**config.mk**
```make
export PLATFORM = sky130hd
export DESIGN_NAME = key_button_edge_tracker_unit
export DESIGN_NICKNAME = d
export VERILOG_FILES = /design/src/kbet_pkg.sv /design/src/kbet_key_ram.sv /design/src/kbet_cfg.sv /design/src/kbet_ptr.sv /design/src/key_button_edge_tracker_unit.sv
export SDC_FILE = /design/constraint.sdc
export NUM_CORES = 2
export LEC_CHECK = 0
export BUFFER_PORTS_ARGS = -buffer_cell sky130_fd_sc_hd__buf_2
export CELL_PAD_IN_SITES_DETAIL_PLACEMENT = 0
export CELL_PAD_IN_SITES_GLOBAL_PLACEMENT = 1
export CORE_MARGIN = 5
export CORE_UTILIZATION = 54
export DETAILED_ROUTE_END_ITERATION = 12
export PLACE_DENSITY = 0.91
export SETUP_SLACK_MARGIN = 0.1
export SLEW_MARGIN = 40
export SYNTH_ARGS = -nofsm -noshare
export SYNTH_HDL_FRONTEND = slang
export SYNTH_HIERARCHICAL = 1
export SYNTH_SLANG_ARGS = --single-unit
export TNS_END_PERCENT = 5
```
**constraint.sdc**
```tcl
create_clock -name clk -period 32.6 [get_ports clk]
set_input_delay 4.89 -clock clk [delete_from_list [all_inputs] [get_ports clk]]
set_output_delay 4.89 -clock clk [all_outputs]
set_load 0.005 [all_outputs]
```
**src/kbet_pkg.sv**
```systemverilog
// Shared types, codes and state-transition functions of the key/button edge tracker.
package kbet_pkg;

	// Per-entry tracking state
	typedef enum logic [2:0] {
		ST_UP       = 3'd0,
		ST_PRESSED  = 3'd1,
		ST_DOWN     = 3'd2,
		ST_RELEASED = 3'd3,
		ST_PRESSREL = 3'd4,
		ST_DRAG     = 3'd5
	} st_t;

	// Request modes
	typedef enum logic [2:0] {
		MD_KEY_PRESS   = 3'd0,
		MD_KEY_RELEASE = 3'd1,
		MD_MOVE        = 3'd2,
		MD_BTN_PRESS   = 3'd3,
		MD_BTN_RELEASE = 3'd4,
		MD_FOCUS_LOST  = 3'd5,
		MD_TICK        = 3'd6,
		MD_QUERY       = 3'd7
	} mode_t;

	// Register indexes
	localparam logic [1:0] REG_THRESH = 2'd0;
	localparam logic [1:0] REG_HOME_X = 2'd1;
	localparam logic [1:0] REG_HOME_Y = 2'd2;

	localparam int CFG_AW = 4;

	localparam logic [7:0]  THRESH_RST = 8'd5;
	localparam logic [11:0] HOME_X_RST = 12'd320;
	localparam logic [11:0] HOME_Y_RST = 12'd240;

	localparam int         BUTTONS    = 3;
	localparam logic [1:0] BTN_LEFT   = 2'd0;
	localparam logic [1:0] BTN_MIDDLE = 2'd2;

	typedef struct packed {
		logic [2:0]  mode;
		logic [8:0]  key_index;
		logic [1:0]  button_index;
		logic [11:0] pos_x;
		logic [11:0] pos_y;
	} req_t;

	typedef struct packed {
		logic        key_is_down;
		logic        key_went_down;
		logic        key_went_up;
		logic        button_is_down;
		logic        button_went_down;
		logic        button_went_up;
		logic        button_dragging;
		logic [11:0] drag_x;
		logic [11:0] drag_y;
		logic [11:0] mouse_x;
		logic [11:0] mouse_y;
	} res_t;

	// Register file contents
	typedef struct packed {
		logic [7:0]  drag_limit;
		logic [11:0] home_x;
		logic [11:0] home_y;
	} cfg_t;

	// Recentre strobes raised by a home register write
	typedef struct packed {
		logic        set_x;
		logic        set_y;
		logic [11:0] x;
		logic [11:0] y;
	} ctr_t;

	// Event handed to the pointer/button unit at accept
	typedef struct packed {
		logic        valid;
		logic [2:0]  mode;
		logic [1:0]  btn;
		logic [11:0] pos_x;
		logic [11:0] pos_y;
	} evt_t;

	// Button flags and positions reported by the pointer/button unit
	typedef struct packed {
		logic        is_down;
		logic        went_down;
		logic        went_up;
		logic        dragging;
		logic [11:0] drag_x;
		logic [11:0] drag_y;
		logic [11:0] mouse_x;
		logic [11:0] mouse_y;
	} ptr_t;

	function automatic st_t on_press(st_t s);
		if (s inside {ST_UP, ST_RELEASED, ST_PRESSREL}) begin
			return ST_PRESSED;
		end
		return s;
	endfunction

	function automatic st_t on_release(st_t s);
		if (s == ST_PRESSED) begin
			return ST_PRESSREL;
		end
		if (s inside {ST_DOWN, ST_DRAG}) begin
			return ST_RELEASED;
		end
		return s;
	endfunction

	function automatic st_t on_tick(st_t s);
		if (s == ST_PRESSED) begin
			return ST_DOWN;
		end
		if (s inside {ST_RELEASED, ST_PRESSREL}) begin
			return ST_UP;
		end
		return s;
	endfunction

	function automatic st_t on_focus_lost(st_t s);
		if (s inside {ST_PRESSED, ST_DOWN, ST_DRAG}) begin
			return ST_RELEASED;
		end
		return s;
	endfunction

	function automatic logic went_down(st_t s);
		return (s == ST_PRESSED) || (s == ST_PRESSREL);
	endfunction

	function automatic logic went_up(st_t s);
		return (s == ST_RELEASED) || (s == ST_PRESSREL);
	endfunction

endpackage

```
**src/kbet_key_ram.sv**
```systemverilog
// Key state memory: one write port, one read port with registered data.
module kbet_key_ram import kbet_pkg::*; #(
	parameter int DEPTH = 512,
	parameter int AW    = 9
) (
	input  logic          clk,
	input  logic          we,
	input  logic [AW-1:0] waddr,
	input  st_t           wdata,
	input  logic [AW-1:0] raddr,
	output st_t           rdata
);

	st_t mem [DEPTH];

	always_ff @(posedge clk) begin
		if (we) begin
			mem[waddr] <= wdata;
		end
		rdata <= mem[raddr];
	end

endmodule

```
**src/kbet_cfg.sv**
```systemverilog
// APB register file: drag threshold and home position, with recentre strobes.
module kbet_cfg import kbet_pkg::*; (
	input  logic              clk,
	input  logic              arst_n,
	input  logic              psel,
	input  logic              penable,
	input  logic              pwrite,
	input  logic [CFG_AW-1:0] paddr,
	input  logic [31:0]       pwdata,
	output logic [31:0]       prdata,
	output logic              pready,
	output cfg_t              cfg,
	output ctr_t              ctr
);

	cfg_t       cfg_q;
	logic       wr;
	logic [1:0] idx;

	assign pready = 1'b1;
	assign idx    = paddr[CFG_AW-1:2];
	assign wr     = psel && penable && pwrite;
	assign cfg    = cfg_q;

	assign ctr.set_x = wr && (idx == REG_HOME_X);
	assign ctr.set_y = wr && (idx == REG_HOME_Y);
	assign ctr.x     = pwdata[11:0];
	assign ctr.y     = pwdata[11:0];

	always_ff @(posedge clk or negedge arst_n) begin
		if (!arst_n) begin
			cfg_q.drag_limit <= THRESH_RST;
			cfg_q.home_x     <= HOME_X_RST;
			cfg_q.home_y     <= HOME_Y_RST;
		end else if (wr) begin
			case (idx)
				REG_THRESH: cfg_q.drag_limit <= pwdata[7:0];
				REG_HOME_X: cfg_q.home_x     <= pwdata[11:0];
				REG_HOME_Y: cfg_q.home_y     <= pwdata[11:0];
				default: ;
			endcase
		end
	end

	always_comb begin
		case (idx)
			REG_THRESH: prdata = {24'd0, cfg_q.drag_limit};
			REG_HOME_X: prdata = {20'd0, cfg_q.home_x};
			REG_HOME_Y: prdata = {20'd0, cfg_q.home_y};
			default:    prdata = 32'd0;
		endcase
	end

endmodule

```
**src/kbet_ptr.sv**
```systemverilog
// Pointer buttons, drag start and stored pointer position.
module kbet_ptr import kbet_pkg::*; #(
	parameter int POS_BITS = 12
) (
	input  logic       clk,
	input  logic       arst_n,
	input  evt_t       evt,
	input  logic [1:0] query_btn,
	input  cfg_t       cfg,
	input  ctr_t       ctr,
	output ptr_t       ptr
);

	st_t                 btn_q [BUTTONS];
	logic [1:0]          drag_btn_q;
	logic [POS_BITS-1:0] dsx_q, dsy_q, px_q, py_q;
	logic [POS_BITS-1:0] px_in, py_in, dx, dy, thr;
	logic                far, evt_btn_ok;
	st_t                 ds, bs;

	always_comb begin
		px_in      = POS_BITS'(evt.pos_x);
		py_in      = POS_BITS'(evt.pos_y);
		dx         = (dsx_q > px_in) ? dsx_q - px_in : px_in - dsx_q;
		dy         = (dsy_q > py_in) ? dsy_q - py_in : py_in - dsy_q;
		thr        = POS_BITS'(cfg.drag_limit);
		far        = (dx > thr) || (dy > thr);
		ds         = btn_q[drag_btn_q];
		evt_btn_ok = (evt.btn < 2'(BUTTONS));
		bs         = (query_btn < 2'(BUTTONS)) ? btn_q[query_btn] : ST_UP;
	end

	always_ff @(posedge clk or negedge arst_n) begin
		if (!arst_n) begin
			for (int i = 0; i < BUTTONS; i++) begin
				btn_q[i] <= ST_UP;
			end
			drag_btn_q <= BTN_LEFT;
			dsx_q      <= POS_BITS'(HOME_X_RST);
			px_q       <= POS_BITS'(HOME_X_RST);
			dsy_q      <= POS_BITS'(HOME_Y_RST);
			py_q       <= POS_BITS'(HOME_Y_RST);
		end else begin
			if (ctr.set_x) begin
				dsx_q <= POS_BITS'(ctr.x);
				px_q  <= POS_BITS'(ctr.x);
			end
			if (ctr.set_y) begin
				dsy_q <= POS_BITS'(ctr.y);
				py_q  <= POS_BITS'(ctr.y);
			end
			if (evt.valid) begin
				case (evt.mode)
					MD_MOVE: begin
						// pointer is frozen while the middle button is not in the up state
						if (btn_q[BTN_MIDDLE] == ST_UP) begin
							px_q <= px_in;
							py_q <= py_in;
							if ((ds == ST_PRESSED || ds == ST_DOWN) && far) begin
								btn_q[drag_btn_q] <= ST_DRAG;
							end
						end
					end
					MD_BTN_PRESS: begin
						if (evt_btn_ok &&
							(btn_q[evt.btn] inside {ST_UP, ST_RELEASED, ST_PRESSREL})) begin
							btn_q[evt.btn] <= ST_PRESSED;
							drag_btn_q     <= evt.btn;
							dsx_q          <= px_q;
							dsy_q          <= py_q;
						end
					end
					MD_BTN_RELEASE: begin
						if (evt_btn_ok) begin
							btn_q[evt.btn] <= on_release(btn_q[evt.btn]);
						end
					end
					MD_FOCUS_LOST: begin
						for (int i = 0; i < BUTTONS; i++) begin
							btn_q[i] <= on_focus_lost(btn_q[i]);
						end
					end
					MD_TICK: begin
						for (int i = 0; i < BUTTONS; i++) begin
							btn_q[i] <= on_tick(btn_q[i]);
						end
					end
					default: ;
				endcase
			end
		end
	end

	assign ptr.is_down   = (bs != ST_UP);
	assign ptr.went_down = went_down(bs);
	assign ptr.went_up   = went_up(bs);
	assign ptr.dragging  = (bs == ST_DRAG);
	assign ptr.drag_x    = 12'(dsx_q);
	assign ptr.drag_y    = 12'(dsy_q);
	assign ptr.mouse_x   = 12'(px_q);
	assign ptr.mouse_y   = 12'(py_q);

endmodule

```
**src/key_button_edge_tracker_unit.sv**
```systemverilog
// Top level of the key/button edge tracker: sequencer around the key state memory.
//
//   channel  | handshake          | payload
//   ---------+--------------------+---------------------------------------
//   in       | in_valid, in_stall | in_req  (mode, key, button, position)
//   out      | out_valid, out_stall | out_res (key/button flags, positions)
//   config   | APB psel/penable   | drag limit, home_x, home_y
//
// Key press and release requests do one key memory read, then modify and write
// back; button, move and query requests only read. Frame tick and focus lost
// sweep all keys, one key entry per cycle through the memory read port.
// After reset a clearing pass writes every key to up; in_stall stays high during
// it. A finished result waits in the output register; the next request is
// accepted meanwhile and completes once that result is taken.
module key_button_edge_tracker_unit import kbet_pkg::*; #(
	parameter int KEY_COUNT = 512,
	parameter int POS_BITS  = 12
) (
	input  logic              clk,
	input  logic              arst_n,
	input  logic              in_valid,
	output logic              in_stall,
	input  req_t              in_req,
	output logic              out_valid,
	input  logic              out_stall,
	output res_t              out_res,
	input  logic              psel,
	input  logic              penable,
	input  logic              pwrite,
	input  logic [CFG_AW-1:0] paddr,
	input  logic [31:0]       pwdata,
	output logic [31:0]       prdata,
	output logic              pready
);

	localparam int KW = $clog2(KEY_COUNT);
	localparam int XW = ((KW > 9) ? KW : 9) + 1;

	typedef enum logic [2:0] {
		S_CLEAR,
		S_IDLE,
		S_RMW,
		S_SWEEP,
		S_DRAIN,
		S_FIN
	} state_t;

	state_t          state_q;
	logic [KW-1:0]   cnt_q;
	req_t            req_q;
	logic            key_ok_q;
	logic [KW-1:0]   key_addr_q;
	st_t             ks_q;
	logic            sweep_v_s1;
	logic [KW-1:0]   sweep_addr_s1;
	logic            out_valid_q;
	res_t            out_q;

	logic            accept, out_free, out_load, in_ok, sweep_hit;
	logic [XW-1:0]   key_ext_in;
	logic            key_we;
	logic [KW-1:0]   waddr, raddr;
	st_t             wdata, rd_data, rmw_new, sweep_new, ks_now;
	res_t            res_next;
	cfg_t            cfg;
	ctr_t            ctr;
	evt_t            evt;
	ptr_t            ptr;

	assign in_stall  = (state_q != S_IDLE);
	assign accept    = in_valid && !in_stall;
	assign out_valid = out_valid_q;
	assign out_res   = out_q;
	assign out_free  = !out_valid_q || !out_stall;
	assign out_load  = out_free && (state_q inside {S_RMW, S_DRAIN, S_FIN});

	assign key_ext_in = XW'(in_req.key_index);
	assign in_ok      = (key_ext_in < XW'(KEY_COUNT));

	assign evt.valid = accept;
	assign evt.mode  = in_req.mode;
	assign evt.btn   = in_req.button_index;
	assign evt.pos_x = in_req.pos_x;
	assign evt.pos_y = in_req.pos_y;

	always_comb begin
		case (req_q.mode)
			MD_KEY_PRESS:   rmw_new = on_press(rd_data);
			MD_KEY_RELEASE: rmw_new = on_release(rd_data);
			default:        rmw_new = rd_data;
		endcase
		sweep_new = (req_q.mode == MD_FOCUS_LOST) ? on_focus_lost(rd_data) : on_tick(rd_data);
		sweep_hit = sweep_v_s1 && key_ok_q && (sweep_addr_s1 == key_addr_q);

		key_we = 1'b0;
		waddr  = key_addr_q;
		wdata  = rmw_new;
		if (state_q == S_CLEAR) begin
			key_we = 1'b1;
			waddr  = cnt_q;
			wdata  = ST_UP;
		end else if (sweep_v_s1) begin
			key_we = 1'b1;
			waddr  = sweep_addr_s1;
			wdata  = sweep_new;
		end else if (state_q == S_RMW) begin
			key_we = key_ok_q &&
				(req_q.mode == MD_KEY_PRESS || req_q.mode == MD_KEY_RELEASE);
		end

		case (state_q)
			S_IDLE:  raddr = key_ext_in[KW-1:0];
			S_SWEEP: raddr = cnt_q;
			default: raddr = key_addr_q;
		endcase

		case (state_q)
			S_RMW:   ks_now = key_ok_q ? rmw_new : ST_UP;
			S_DRAIN: ks_now = sweep_hit ? sweep_new : ks_q;
			default: ks_now = ks_q;
		endcase

		res_next.key_is_down      = (ks_now != ST_UP);
		res_next.key_went_down    = went_down(ks_now);
		res_next.key_went_up      = went_up(ks_now);
		res_next.button_is_down   = ptr.is_down;
		res_next.button_went_down = ptr.went_down;
		res_next.button_went_up   = ptr.went_up;
		res_next.button_dragging  = ptr.dragging;
		res_next.drag_x           = ptr.drag_x;
		res_next.drag_y           = ptr.drag_y;
		res_next.mouse_x          = ptr.mouse_x;
		res_next.mouse_y          = ptr.mouse_y;
	end

	always_ff @(posedge clk or negedge arst_n) begin
		if (!arst_n) begin
			state_q     <= S_CLEAR;
			cnt_q       <= '0;
			sweep_v_s1  <= 1'b0;
			out_valid_q <= 1'b0;
		end else begin
			sweep_v_s1    <= (state_q == S_SWEEP);
			sweep_addr_s1 <= cnt_q;
			if (out_load) begin
				out_q       <= res_next;
				out_valid_q <= 1'b1;
			end else if (out_valid_q && !out_stall) begin
				out_valid_q <= 1'b0;
			end
			case (state_q)
				S_CLEAR: begin
					cnt_q <= cnt_q + 1'b1;
					if (cnt_q == KW'(KEY_COUNT - 1)) begin
						state_q <= S_IDLE;
					end
				end
				S_IDLE: begin
					if (accept) begin
						req_q      <= in_req;
						key_ok_q   <= in_ok;
						key_addr_q <= key_ext_in[KW-1:0];
						ks_q       <= ST_UP;
						cnt_q      <= '0;
						if (in_req.mode == MD_FOCUS_LOST || in_req.mode == MD_TICK) begin
							state_q <= S_SWEEP;
						end else begin
							state_q <= S_RMW;
						end
					end
				end
				S_SWEEP: begin
					if (sweep_hit) begin
						ks_q <= sweep_new;
					end
					cnt_q <= cnt_q + 1'b1;
					if (cnt_q == KW'(KEY_COUNT - 1)) begin
						state_q <= S_DRAIN;
					end
				end
				S_RMW, S_DRAIN: begin
					ks_q <= ks_now;
					if (out_free) begin
						state_q <= S_IDLE;
					end else begin
						state_q <= S_FIN;
					end
				end
				S_FIN: begin
					if (out_free) begin
						state_q <= S_IDLE;
					end
				end
				default: state_q <= S_IDLE;
			endcase
		end
	end

	kbet_key_ram #(
		.DEPTH(KEY_COUNT),
		.AW   (KW)
	) u_key_ram (
		.clk  (clk),
		.we   (key_we),
		.waddr(waddr),
		.wdata(wdata),
		.raddr(raddr),
		.rdata(rd_data)
	);

	kbet_cfg u_cfg (
		.clk    (clk),
		.arst_n (arst_n),
		.psel   (psel),
		.penable(penable),
		.pwrite (pwrite),
		.paddr  (paddr),
		.pwdata (pwdata),
		.prdata (prdata),
		.pready (pready),
		.cfg    (cfg),
		.ctr    (ctr)
	);

	kbet_ptr #(
		.POS_BITS(POS_BITS)
	) u_ptr (
		.clk      (clk),
		.arst_n   (arst_n),
		.evt      (evt),
		.query_btn(req_q.button_index),
		.cfg      (cfg),
		.ctr      (ctr),
		.ptr      (ptr)
	);

	// sweep write-back never targets the entry being read in the same cycle
	a_sweep_no_overlap: assert property (@(posedge clk) disable iff (!arst_n)
		(sweep_v_s1 && state_q == S_SWEEP) |-> (sweep_addr_s1 != cnt_q))
		else $error("sweep read and write-back hit the same key entry");

	// a result only appears at the end of a request
	a_result_source: assert property (@(posedge clk) disable iff (!arst_n)
		$rose(out_valid_q) |-> ($past(state_q) == S_RMW || $past(state_q) == S_DRAIN ||
			$past(state_q) == S_FIN))
		else $error("result raised outside request completion");

	// nothing is in flight during the post-reset clearing pass
	a_clear_quiet: assert property (@(posedge clk) disable iff (!arst_n)
		(state_q == S_CLEAR) |-> (!out_valid_q && !sweep_v_s1))
		else $error("activity during key memory clearing pass");

endmodule
```
## Word-level counts from Yosys, hierarchy flattened

Memories as Yosys holds them, arrays and structs flattened. A register that Yosys moved wholly into a read port is not among the register bits.
Cells that the tools add are included.

| operators by class | value |
|---|---|
| $add $sub $neg | 5 |
| $lt $le $gt $ge | 12 |
| equality and inequality tests | 65 |
| multiplexer cells | 153 |
| bitwise gates (word level) | 9 |
| reduce and logical (&&, ||, !) cells | 65 |

Operator list:

| cell | number |
|---|---|
| $mux W12 | 18 |
| $mux W3 | 57 |
| $mux W9 | 7 |
| $eq A3 B3 Y1 const B | 19 |
| $mux W1 | 57 |
| $eq A3 B2 Y1 const B | 17 |
| $sub A12 B12 Y12 | 4 |
| $pmux W9 S5 | 1 |
| $pmux W12 S3 | 1 |
| $pmux W9 S2 | 2 |
| $eq A3 B1 Y1 const B | 10 |
| $reduce_bool A3 Y1 | 10 |
| $gt A12 B12 Y1 | 2 |
| $gt A12 B8 Y1 | 2 |
| $reduce_and A8 Y1 | 3 |
| $bmux W3 S2 | 3 |
| $ne A2 B1 Y1 const B | 9 |
| $reduce_bool A2 Y1 | 8 |
| $logic_not A3 Y1 | 5 |
| $pmux W3 S5 | 1 |
| $logic_and A1 B1 Y1 | 14 |
| $demux W3 S2 | 2 |
| $ne A3 B1 Y1 const B | 4 |
| $pmux W3 S2 | 2 |
| other kinds (27) | 51 |

| word-level totals | value |
|---|---|
| flip-flop bits (word level) | 187 |
| RAM bits | 1536 |
| input port bits | 81 |
| output and inout port bits | 90 |
| word-level logic and storage cells | 342 |
| memories | 1 |

Memory list:

| memory | words | bits a word | read ports | clocked after Yosys merged registers in | wr ports | RTL line | source |
|---|---|---|---|---|---|---|---|
| u_key_ram.mem | 512 | 3 | 1 | 1 | 1 | kbet_key_ram.sv:14 | `st_t mem [DEPTH];` |

## Logic depth before layout (Yosys ltp)

| depth | value |
|---|---|
| word-level depth | 21 |
| depth in mapped cells | 25 |
| gate-level depth less buffers | 23 |

## By module

Netlist, hierarchy kept.

By module, submodules not included:

| module | instances | cells each | area each (um^2) | seq. area each (um^2) |
|---|---|---|---|---|
| kbet_key_ram | 1 | 3446 | 62271.0 | 46184.3 |
| kbet_ptr | 1 | 807 | 6326.1 | 1491.4 |
| key_button_edge_tracker_unit | 1 | 308 | 4073.9 | 2782.7 |
| kbet_cfg | 1 | 152 | 1840.5 | 810.8 |

## Least setup slack after synthesis

OpenSTA, ideal clock, no wires.

| timing path | value |
|---|---|
| path kind | register to register |
| from | reg req_q[37] (netlist bit) |
| to | mem u_key_ram/mem[0][2] (netlist bit) (data pin) |
| library setup time | 4270 ps |
| arrival time | 21740 ps |
| data required time | 28330 ps |
| slack | 6590 ps |
| cell stages (with the launch flop) | 5 |
| buffers on the path | 0 |
| clock period less this slack | 26010 ps |
| cells stage by stage | edfxtp_1 > or3_4 > o211ai_1 > nor2_1 > a211oi_1 |

| on the way | value |
|---|---|
| cells in the longest elaborated chain, start to end | 4 |
| elaborated cells on any way between the ends | 7 |
| classes of those cells | 2 x eq/ne; 4 x mux; 1 x reduce/logical |

RTL lines:

| element | RTL line | source |
|---|---|---|
| start, declared | key_button_edge_tracker_unit.sv:50 | `req_t req_q;` |
| start signal, assigned | key_button_edge_tracker_unit.sv:160 | `req_q <= in_req;` |
| $eq A3 B1 Y1 (tied with other cells) | key_button_edge_tracker_unit.sv:87 | `case (req_q.mode)` |
| $pmux W3 S2 or $mux W3 (tied branches) | key_button_edge_tracker_unit.sv:87, key_button_edge_tracker_unit.sv:92 |  |
| $mux W3 * | key_button_edge_tracker_unit.sv:102 | `end else if (sweep_v_s1) begin` |
| $mux W3 * | key_button_edge_tracker_unit.sv:98 | `if (state_q == S_CLEAR) begin` |
| net wdata[2] | key_button_edge_tracker_unit.sv:63 | `st_t wdata, rd_data, rmw_new, sweep_new, ks_now;` |
| end, declared | kbet_key_ram.sv:14 |  |

Mark *: on every way through the listed nets, which the timed path passes. The rest lies on a longest branch.

## Worst setup path after layout

| timing path | value |
|---|---|
| from | in paddr[2] |
| to | out prdata[0] |

| on the way | value |
|---|---|
| cells in the longest elaborated chain, start to end | 2 |
| elaborated cells on any way between the ends | 4 |
| classes of those cells | 2 x eq/ne; 1 x mux; 1 x reduce/logical |

RTL lines:

| element | RTL line | source |
|---|---|---|
| start, declared | key_button_edge_tracker_unit.sv:30 | `input logic [CFG_AW-1:0] paddr,` |
| $eq A2 B2 Y1 (tied with other cells) | kbet_cfg.sv:46 | `case (idx)` |
| $pmux W12 S3 * | kbet_cfg.sv:46 |  |
| end, declared | key_button_edge_tracker_unit.sv:32 | `output logic [31:0] prdata,` |

Mark *: on every way between the ends. The rest lies on a longest branch, timed or not.

==> results.py <==
metrics = {
    "status": {
        "status": "finished clean",
    },
    "clock_network": {
        "htreeDepth": 4,
        "cts-resized-gates": 0,
        "cts_hold_buffers": 0,
        "worstSkewPairLatency_ns": 0.82,
        "cts_tree": "built",
        "cts.reportedPaths.clkPinSlew_ns": 0.06,
        "cts.sinks": 1725,
        "numCtsBuffers": 167,
        "cts_setup_buffers": 0,
        "clockBufferDepth": 3,
        "clock_tree.root_cell": "clkbuf_16",
    },
    "routing": {
        "ant_nets": 0,
        "drt_wl_total_mm": 176.8,
        "drc": 0,
        "wl_per_cell_um": 26.49,
        "firstDrtPassIters": 6,
        "route.vias.total": 42941,
        "drt_iter0_drc": 5386,
        "viasPerCell": 6.432,
    },
    "sta": {
        "hold_violations": 0,
        "rsz0062_at_grt": "no",
        "setup_viol": 0,
        "final_max_slew_viol_count": 0,
        "fin_crit_sh": 0.3392,
        "slew_headroom": 0.3854,
        "fin_tns_setup_ns": 0,
        "tightestPinTransition_ns": 0.9219,
        "fin_hold_ws_ns": 0.4838,
        "timing.fmax_mhz": 90.45,
        "finalCriticalPeriod_ns": 11.06,
        "fin_worst_skew_ns": 0.03349,
    },
    "synthesis": {
        "synth_edf_count": 1617,
        "yosysMostFrequentCell": "edfxtp_1",
        "yosysWarnings": 6,
        "ys_seq_area_frac": 0.6881,
        "synthArstFlopShare": 0.06087,
        "yosys-top-cells-area": "edfxtp_1, mux4_2, mux2i_1",
        "syn-instance-count": 4713,
        "ys.flop_type": "edfxtp_1",
        "synth_top_area_frac": 0.6517,
        "yosys-top-cells-count": "edfxtp_1, nor2_1, mux2i_1, nand2_1, mux4_2",
        "synth_top_area_cell": "edfxtp_1",
        "avgSynthCellArea_um2": 15.81,
        "synth.ff_latch_count": 1725,
        "synthDistinctLibCells": 100,
        "synth_area_um2": 74510,
    },
    "setup_path": {
        "reg2reg_to": "u_key_ram/rdata[2]$_DFF_P_",
        "path_max_fanout": 13,
        "cp-end-kind": "output port",
        "crit_type": "in -> out",
        "cp-endpoint": "prdata[0]",
        "crit_top_cell": "buf_2",
        "critical-path-top-delay-family": "buffers and inverters",
        "slowest_stage": "o21ai_0",
        "startpoint": "paddr[2]",
        "arrival_ns": 6.17,
        "reg2reg_depth": 14,
        "crit_path_cell_trace": "buf_2 -> mux2i_1 -> o21ai_0 -> buf_2",
        "regToRegSetupSlack_ns": 26.15,
        "start_kind": "primary input",
        "cp_num_cells": 4,
        "r2r-start": "state_q[2]$_DFFE_PN0P_",
        "max_stage_delay_ns": 0.54,
        "critPathRequiredTime_ns": 27.71,
        "crit_buf_inv": 2,
    },
    "grt": {
        "grt-busiest-layer": "met2",
        "grt-ovfl-total": 0,
        "antenna_found_initial": 3,
        "met1_usage": 0.3166,
        "grt_use_total": 0.2398,
        "met3_usage": 0.04493,
        "grt_pass1_wl_mm": 265.5,
        "grt_use_met2": 0.3988,
        "grt_max_degree": 223,
        "first_global_vias": 42762,
    },
    "floorplanning": {
        "std_cell_rows": 136,
        "die-area_um2": 145500,
        "core_um2": 137300,
        "die_x_um": 381.5,
        "die_h_um": 381.5,
        "io_pins": 171,
        "initial_utilization": 0.5426,
    },
    "placed_design": {
        "port_buffers": 127,
        "gp_congestion": 0.8632,
        "dp.cells": 6368,
        "hpwl_mm": 103.3,
        "placed_cell_area_um2": 76240,
    },
    "cells_and_area": {
        "synthToLayoutAreaGrowth_pct": 9.634,
        "final_layout_size_suffix_gt1_frac": 0.1635,
        "num_antenna_cells": 0,
        "layout.nets": 4893,
        "nFillCells": 9728,
        "final_area_um2": 81690,
        "fin_cells": 6676,
    },
    "pwr": {
        "peakVddDrop_v": 0.00007456,
        "powerDensity_nw_per_um2": 91.45,
        "power.leakage_nw": 26.98,
    },
    "run": {
        "maxCapViolCount": 0,
    },
    "hold_path": {
        "hold_path_class": "reg -> reg",
    },
}
## report_power, final
part / total, W / internal (W) / leakage (nW) / switching [W]
Combinational: 0.00256 / 0.000853 / 8.29 / 0.00171
Sequential: 0.00302 / 0.00294 / 16.1 / 0.0000762
Clock: 0.00190 / 0.00106 / 2.61 / 0.000831
## sequential cells by signal, indices dropped and copies added, names as in the netlist, 12 cells and up
| signal | cells |
|---|---|
| out_res | 55 |
| u_ptr/dsy_q | 12 |
| u_ptr/dsx_q | 12 |
| u_cfg/cfg | 32 |
| u_ptr/py_q | 12 |
| u_key_ram/mem | 1536 |
| u_ptr/px_q | 12 |
## area by class of cell
cell class | count | area [um^2] | share of cell area
Clock inverter | 107 | 1047 | 0.01282
Timing Repair Buffer | 198 | 1431 | 0.01752
Clock buffer | 200 | 4313 | 0.05280
Sequential cell | 1725 | 51270 | 0.6276
Inverter | 80 | 302.8 | 0.003707
Tap cell | 1794 | 2245 | 0.02748
Multi-Input combinational cell | 2572 | 21080 | 0.2581
## routing by layer
metal  vias up  share of wire
met5         -        0.00017
met4         4          0.040
met3       438           0.10
met2      2587           0.49
met1     21510           0.37
li1      18402              -
## worst min path at each step
stage | slack [ns] | end | depth (start not counted) | from
floorplan | 0.45 | out_res[0]$_DFFE_PP_ | 0 | u_ptr/py_q[0]$_DFF_PN0_
global placement | 0.46 | out_res[23]$_DFFE_PP_ | 0 | u_ptr/px_q[11]$_DFF_PN0_
detailed placement | 0.46 | out_res[8]$_DFFE_PP_ | 0 | u_ptr/py_q[8]$_DFF_PN0_
CTS | 0.48 | out_res[3]$_DFFE_PP_ | 0 | u_ptr/py_q[3]$_DFF_PN0_
global route | 0.49 | out_res[0]$_DFFE_PP_ | 0 | u_ptr/py_q[0]$_DFF_PN0_
finish | 0.48 | out_res[9]$_DFFE_PP_ | 0 | u_ptr/py_q[9]$_DFF_PN0_
## layout by cell type (no fill, tap or decap), types with 20 or more instances in the layout
| cell type | n |
|---|---|
| buf_2 | 126 |
| buf_4 | 47 |
| edfxtp_1 | 1617 |
| nand2_1 | 237 |
| mux2_2 | 47 |
| nor2b_1 | 22 |
| clkinv_2 | 34 |
| ha_1 | 64 |
| mux4_1 | 44 |
| a21oi_1 | 150 |
| mux2i_1 | 369 |
| o21ai_0 | 147 |
| clkbuf_16 | 167 |
| o22ai_1 | 69 |
| o221ai_1 | 129 |
| clkinv_1 | 29 |
| dfstp_2 | 20 |
| o21ai_1 | 20 |
| clkbuf_1 | 32 |
| nor2_1 | 590 |
| dfrtp_1 | 84 |
| conb_1 | 21 |
| mux4_2 | 207 |
| nand3_1 | 25 |
| inv_1 | 78 |
| nor3_1 | 29 |
## metrics by stage
stage	power, W	setup WS, ns	util
2_1_floorplan	0.005236	6.590	-
3_3_place_gp	0.005467	21.52	0.5537
3_5_place_dp	0.005557	21.53	0.5552
4_1_cts	0.007444	21.52	0.5942
5_1_grt	0.007759	21.48	0.5949
6_report	0.007470	21.54	0.5949
## cell families after synthesis
| family | count (synthesis) | synth area share |
|---|---|---|
| AO/OA/AOI/OAI | 700 | 0.06265 |
| multiplexers | 677 | 0.1367 |
| XOR/XNOR | 35 | 0.004114 |
| flip-flops | 1725 | 0.6881 |
| adder cells (fa/ha/maj) | 68 | 0.01182 |
| AND/OR/NAND/NOR | 1071 | 0.06230 |
| buffers and inverters | 435 | 0.03422 |
| other | 2 | 0.0001008 |
Power figures use the tool's default switching activity.
